### src/design/thi_pkg.sv
// shared types, constants and control structs for the timestamp history interpolator
// no dependencies

package thi_pkg;

    localparam int FUNC_W         = 2;
    localparam int TIME_W         = 32;
    localparam int POS_W          = 32;
    localparam int DELAY_W        = 20;
    localparam int FRAC_W         = 17;
    localparam int DEF_HIST_DEPTH = 64;

    localparam logic [FUNC_W-1:0] FUNC_PUSH  = 2'd0;
    localparam logic [FUNC_W-1:0] FUNC_RESET = 2'd1;
    localparam logic [FUNC_W-1:0] FUNC_QUERY = 2'd2;

    localparam logic [FRAC_W-1:0] FRAC_ONE = 17'd65536;
    localparam logic [FRAC_W-1:0] FRAC_MAX = 17'd78643;

    typedef logic signed [TIME_W-1:0] ts_t;
    typedef logic signed [POS_W-1:0]  pos_t;

    typedef struct packed {
        ts_t  ts;
        pos_t x;
        pos_t y;
        pos_t z;
    } entry_t;

    typedef struct packed {
        logic load;
        logic push_wr;
        logic rst_rd;
        logic rst_wr0;
        logic rst_wr1;
        logic q_rd;
        logic walk;
        logic prep;
        logic div_step;
        logic mul_step;
        logic out_load;
    } thi_cmd_t;

    typedef struct packed {
        logic [FUNC_W-1:0] func;
        logic              walk_done;
        logic              need_div;
        logic              div_done;
        logic              mul_done;
    } thi_stat_t;

endpackage

### src/design/thi_ctrl.sv
// controller state machine: sequences push, ring reset and query through the datapath
// depends on thi_pkg

module thi_ctrl import thi_pkg::*; (
    input  logic      clk,
    input  logic      rst_n,
    input  logic      in_valid,
    output logic      in_ready,
    output logic      out_valid,
    input  logic      out_ready,
    input  thi_stat_t st,
    output thi_cmd_t  cmd
);

    typedef enum logic [3:0] {
        S_IDLE, S_DEC, S_PUSH, S_RRD, S_RW0, S_RW1,
        S_QRD, S_WALK, S_PREP, S_DIV, S_MUL, S_OUT
    } state_t;

    state_t state_reg, state_next;
    logic   out_valid_reg, out_valid_next;
    logic   out_free;

    assign in_ready  = (state_reg == S_IDLE);
    assign out_valid = out_valid_reg;
    assign out_free  = !out_valid_reg || out_ready;

    always_comb
    begin
        cmd        = '0;
        state_next = state_reg;
        unique case (state_reg)
            S_IDLE:
            begin
                if (in_valid)
                begin
                    cmd.load   = 1'b1;
                    state_next = S_DEC;
                end
            end
            S_DEC:
            begin
                unique case (st.func)
                    FUNC_PUSH:  state_next = S_PUSH;
                    FUNC_RESET: state_next = S_RRD;
                    FUNC_QUERY: state_next = S_QRD;
                    default:    state_next = S_IDLE;
                endcase
            end
            S_PUSH:
            begin
                cmd.push_wr = 1'b1;
                state_next  = S_IDLE;
            end
            S_RRD:
            begin
                cmd.rst_rd = 1'b1;
                state_next = S_RW0;
            end
            S_RW0:
            begin
                cmd.rst_wr0 = 1'b1;
                state_next  = S_RW1;
            end
            S_RW1:
            begin
                cmd.rst_wr1 = 1'b1;
                state_next  = S_IDLE;
            end
            S_QRD:
            begin
                cmd.q_rd   = 1'b1;
                state_next = S_WALK;
            end
            S_WALK:
            begin
                cmd.walk = 1'b1;
                if (st.walk_done)
                begin
                    state_next = S_PREP;
                end
            end
            S_PREP:
            begin
                cmd.prep   = 1'b1;
                state_next = st.need_div ? S_DIV : S_MUL;
            end
            S_DIV:
            begin
                cmd.div_step = 1'b1;
                if (st.div_done)
                begin
                    state_next = S_MUL;
                end
            end
            S_MUL:
            begin
                cmd.mul_step = 1'b1;
                if (st.mul_done)
                begin
                    state_next = S_OUT;
                end
            end
            S_OUT:
            begin
                if (out_free)
                begin
                    cmd.out_load = 1'b1;
                    state_next   = S_IDLE;
                end
            end
            default: state_next = S_IDLE;
        endcase
    end

    always_comb
    begin
        out_valid_next = out_valid_reg;
        if (out_valid_reg && out_ready)
        begin
            out_valid_next = 1'b0;
        end
        if (cmd.out_load)
        begin
            out_valid_next = 1'b1;
        end
    end

    always_ff @(posedge clk or negedge rst_n)
    begin
        if (!rst_n)
        begin
            state_reg     <= S_IDLE;
            out_valid_reg <= 1'b0;
        end
        else
        begin
            state_reg     <= state_next;
            out_valid_reg <= out_valid_next;
        end
    end

    a_load_free: assert property (@(posedge clk) disable iff (!rst_n)
        cmd.out_load |-> out_free)
        else $error("result loaded while previous beat still pending");

    a_accept_dec: assert property (@(posedge clk) disable iff (!rst_n)
        (state_reg == S_IDLE && in_valid) |=> (state_reg == S_DEC))
        else $error("accepted beat not decoded");

    a_skip_div: assert property (@(posedge clk) disable iff (!rst_n)
        (state_reg == S_PREP && !st.need_div) |=> (state_reg == S_MUL))
        else $error("division entered without need");

    a_valid_src: assert property (@(posedge clk) disable iff (!rst_n)
        $rose(out_valid_reg) |-> ($past(state_reg) == S_OUT))
        else $error("result valid raised outside output state");

endmodule

### config.mk
export PLATFORM = sky130hd
export DESIGN_NAME = thi_ctrl
export DESIGN_NICKNAME = d
export VERILOG_FILES = /design/src/design/thi_pkg.sv /design/src/design/thi_ctrl.sv
export SDC_FILE = /design/constraint.sdc
export NUM_CORES = 1
export LEC_CHECK = 0
export BUFFER_PORTS_ARGS = -buffer_cell sky130_fd_sc_hd__clkbuf_2
export CELL_PAD_IN_SITES_DETAIL_PLACEMENT = 0
export CELL_PAD_IN_SITES_GLOBAL_PLACEMENT = 1
export CORE_MARGIN = 8
export CORE_UTILIZATION = 31
export DETAILED_ROUTE_END_ITERATION = 6
export GPL_ROUTABILITY_DRIVEN = 0
export PLACE_DENSITY_LB_ADDON = 0.05
export SLEW_MARGIN = 30
export SYNTH_ARGS = -nofsm -noshare
export SYNTH_HDL_FRONTEND = slang
export SYNTH_SLANG_ARGS = --single-unit
### constraint.sdc
create_clock -name clk -period 4 [get_ports clk]
set_input_delay 0 -clock clk [delete_from_list [all_inputs] [get_ports clk]]
set_output_delay 0 -clock clk [all_outputs]
set_load 0.03 [all_outputs]
==> impl_metrics.tcl <==
set metrics [dict create \
    status "complete, no violations" \
    cts_setup_buffers 0 \
    slew_violations 0 \
    hold_class "in2reg" \
    synth_top_area_cell "dfrtp_1" \
    clkLatencyLatePin_ps 230 \
    synthArstFlopShare_pct 100.0 \
    antenna_left 0 \
    yosysSeqAreaShare_pct 27.25 \
    postSynthCellCount 61 \
    period_share_pct 41.75 \
    synth_cell_types 31 \
    num_vias 496 \
    route.met3.wl_um 144 \
    mappedNetlistArea_um2 459.2 \
    synthFlopType "dfrtp_1" \
    ys_ff_latch 5 \
    io_pins 23 \
    cts_tree "yes" \
    initial_utilization_pct 31.58 \
    grt_pass1_wl_um 2214 \
    die-area_um2 2969 \
    largest_register_ff_count 4 \
    slew-limit-headroom_pct 71.04 \
    die_h_um 54.49 \
    dp_cells 93 \
    synth_nets 71 \
    numCtsBuffers 3 \
    cp.required_ps 4120 \
    worst_slew_pin_slew_ps 434.4 \
    initialDrtViolationCount 7 \
    gr-total-overflow 0 \
    place_area_um2 560.5 \
    cts_buffer_depth 2 \
    setup-tns-final_ps 0 \
    synthDominantCellAreaShare_pct 27.25 \
    synth_area_per_cell_um2 7.528 \
    yosys_warnings 0 \
    path_class "reg2reg" \
    place_hpwl_um 992.8 \
    vias_per_cell 5.061 \
    final_cell_area_um2 596.8 \
    cp_max_fo 15 \
    row_count 14 \
    fin_skew_ps 1.532 \
    track_usage_pct 9.542 \
    final_hold_viol_count 0 \
    fin_cells 98 \
    post-route-min-period_ps 1670 \
    synth_enable_flop_cells 0 \
    layout.nets 93 \
    end_kind "flop" \
    drive_above_1_share_pct 36.59 \
    cts_resized 0 \
    antenna_found_initial 0 \
    irDropWorstVdd_uv 311.2 \
    antenna_cells 0 \
    synthTopCellsByArea "dfrtp_1, nand2b_1, nor3_1" \
    critPathArrivalTime_ps 1790 \
    areaGrowthSynthToFinish_pct 29.97 \
    die_w_um 54.49 \
    remaining_drc_errors 0 \
    core_area_um2 1454 \
    wirelength_um 1247 \
    routedWlPerCell_um 12.72 \
    grt_max_degree 16 \
    met2RoutedLength_um 549 \
    root_buffer "clkbuf_4" \
    wl_met1_um 554 \
    drtPass1Iterations 4 \
    p_per_area_nw_per_um2 665.8 \
    leakagePower_nw 0.2844 \
    worst_setup_path_start_kind "flop" \
    rsz0062_at_grt "false" \
    cts.sinks 5 \
    portBuffers 22 \
    setup_violations 0 \
    topRoutingLayerUsed "met3" \
    max_freq_ghz 0.5988 \
    htree_levels 1 \
    timing.max_cap.violations 0 \
    grt_pass1_vias 499 \
    clkTransAtPathRegs_ps 40 \
]
## critical path, cell delays in order, from the launching register on
cell,delay [ps]
dfrtp_1,520
or4_4,590
a21oi_2,160
a21oi_2,60
a32o_1,220
## final cells by class
cell class	instances	area, µm²
Tap cell	16	20.02
Clock buffer	4	26.28
Sequential cell	5	125.1
Multi-Input combinational cell	47	294.0
Inverter	3	11.26
Fill cell	164	857.1
Timing Repair Buffer	23	120.1
## routing by layer
layer / global-route usage [%] / vias up
li1: - / 261
met1: 12.11 / 217
met2: 14.69 / 18
met3: 2.989 / 0
met4: 3.689 / 0
met5: 0 / -
## cells in the mapped netlist, drive strengths merged, types with 2 or more instances
library cell  count
a21oi             4
clkbuf            2
o21ai             2
o211ai            2
buf               4
nand2             4
nor3              6
dfrtp             5
nand2b            5
nor2              8
inv               3
## report_power, final
part,switching (mW),total (mW),internal (mW)
sequential,0.0559,0.123,0.0666
clock,0.0178,0.0554,0.0375
combinational,0.132,0.220,0.0876
total,0.206,0.397,0.192
## what timing repair did
item	in CTS	in global routing
hold endpoints to repair	5	0
hold buffers	1	0
endpoints found under the setup margin	0	0
## layout by cell type, fill, tap and decap left out
cell type	count
a21boi_0	1
a21oi_1	2
a21oi_2	2
a221oi_1	1
a31oi_1	1
a32o_1	1
and2_1	1
clkbuf_1	1
clkbuf_2	22
clkbuf_4	3
dfrtp_1	5
dlygate4sd3_1	1
inv_1	2
inv_2	1
mux2i_1	1
nand2_1	4
nand2b_1	5
nand3b_1	1
nand4b_1	1
nor2_1	8
nor2b_1	1
nor3_1	6
nor3b_1	1
nor4_1	1
o211ai_1	2
o21ai_1	2
o21bai_1	1
o221ai_2	1
or2b_1	1
or3b_1	1
or4_4	1
## per-stage QoR
step	hold WS [ps]	worst slack, ps	power [mW]	util, %
final	42.27	2330	0.3974	41.05
after global routing	45.49	2259	0.4339	41.05
after CTS	39.69	2336	0.4032	41.05
after detailed placement	-177.8	2342	0.3440	38.55
after global placement	-178.2	2376	0.3442	38.55
after floorplan	-295.6	1932	0.2915	-
## cells by family (layout without fill, tap and decap cells)
| logic type | count (synthesis) | in the layout | share of synthesized area (%) |
|---|---|---|---|
| compound gates | 14 | 14 | 23.43 |
| flops | 5 | 5 | 27.25 |
| mux | 1 | 1 | 2.180 |
| simple gates | 32 | 32 | 38.42 |
| buf+inv | 9 | 30 | 8.720 |
## final timing paths
path / start / end / slack (ps) / cells past startpoint
max: state_reg[1] / state_reg[1] / 2330 / 4
min: st[3] / state_reg[3] / 40 / 3
max reg2reg: state_reg[1] / state_reg[1] / 2330 / 4
min reg2reg: out_valid / out_valid / 560 / 2
max in group asynchronous: rst_n / state_reg[3] / 3750 / 2
min in group asynchronous: rst_n / state_reg[0] / 110 / 2
No activity file was read; power rests on OpenSTA's default activity.
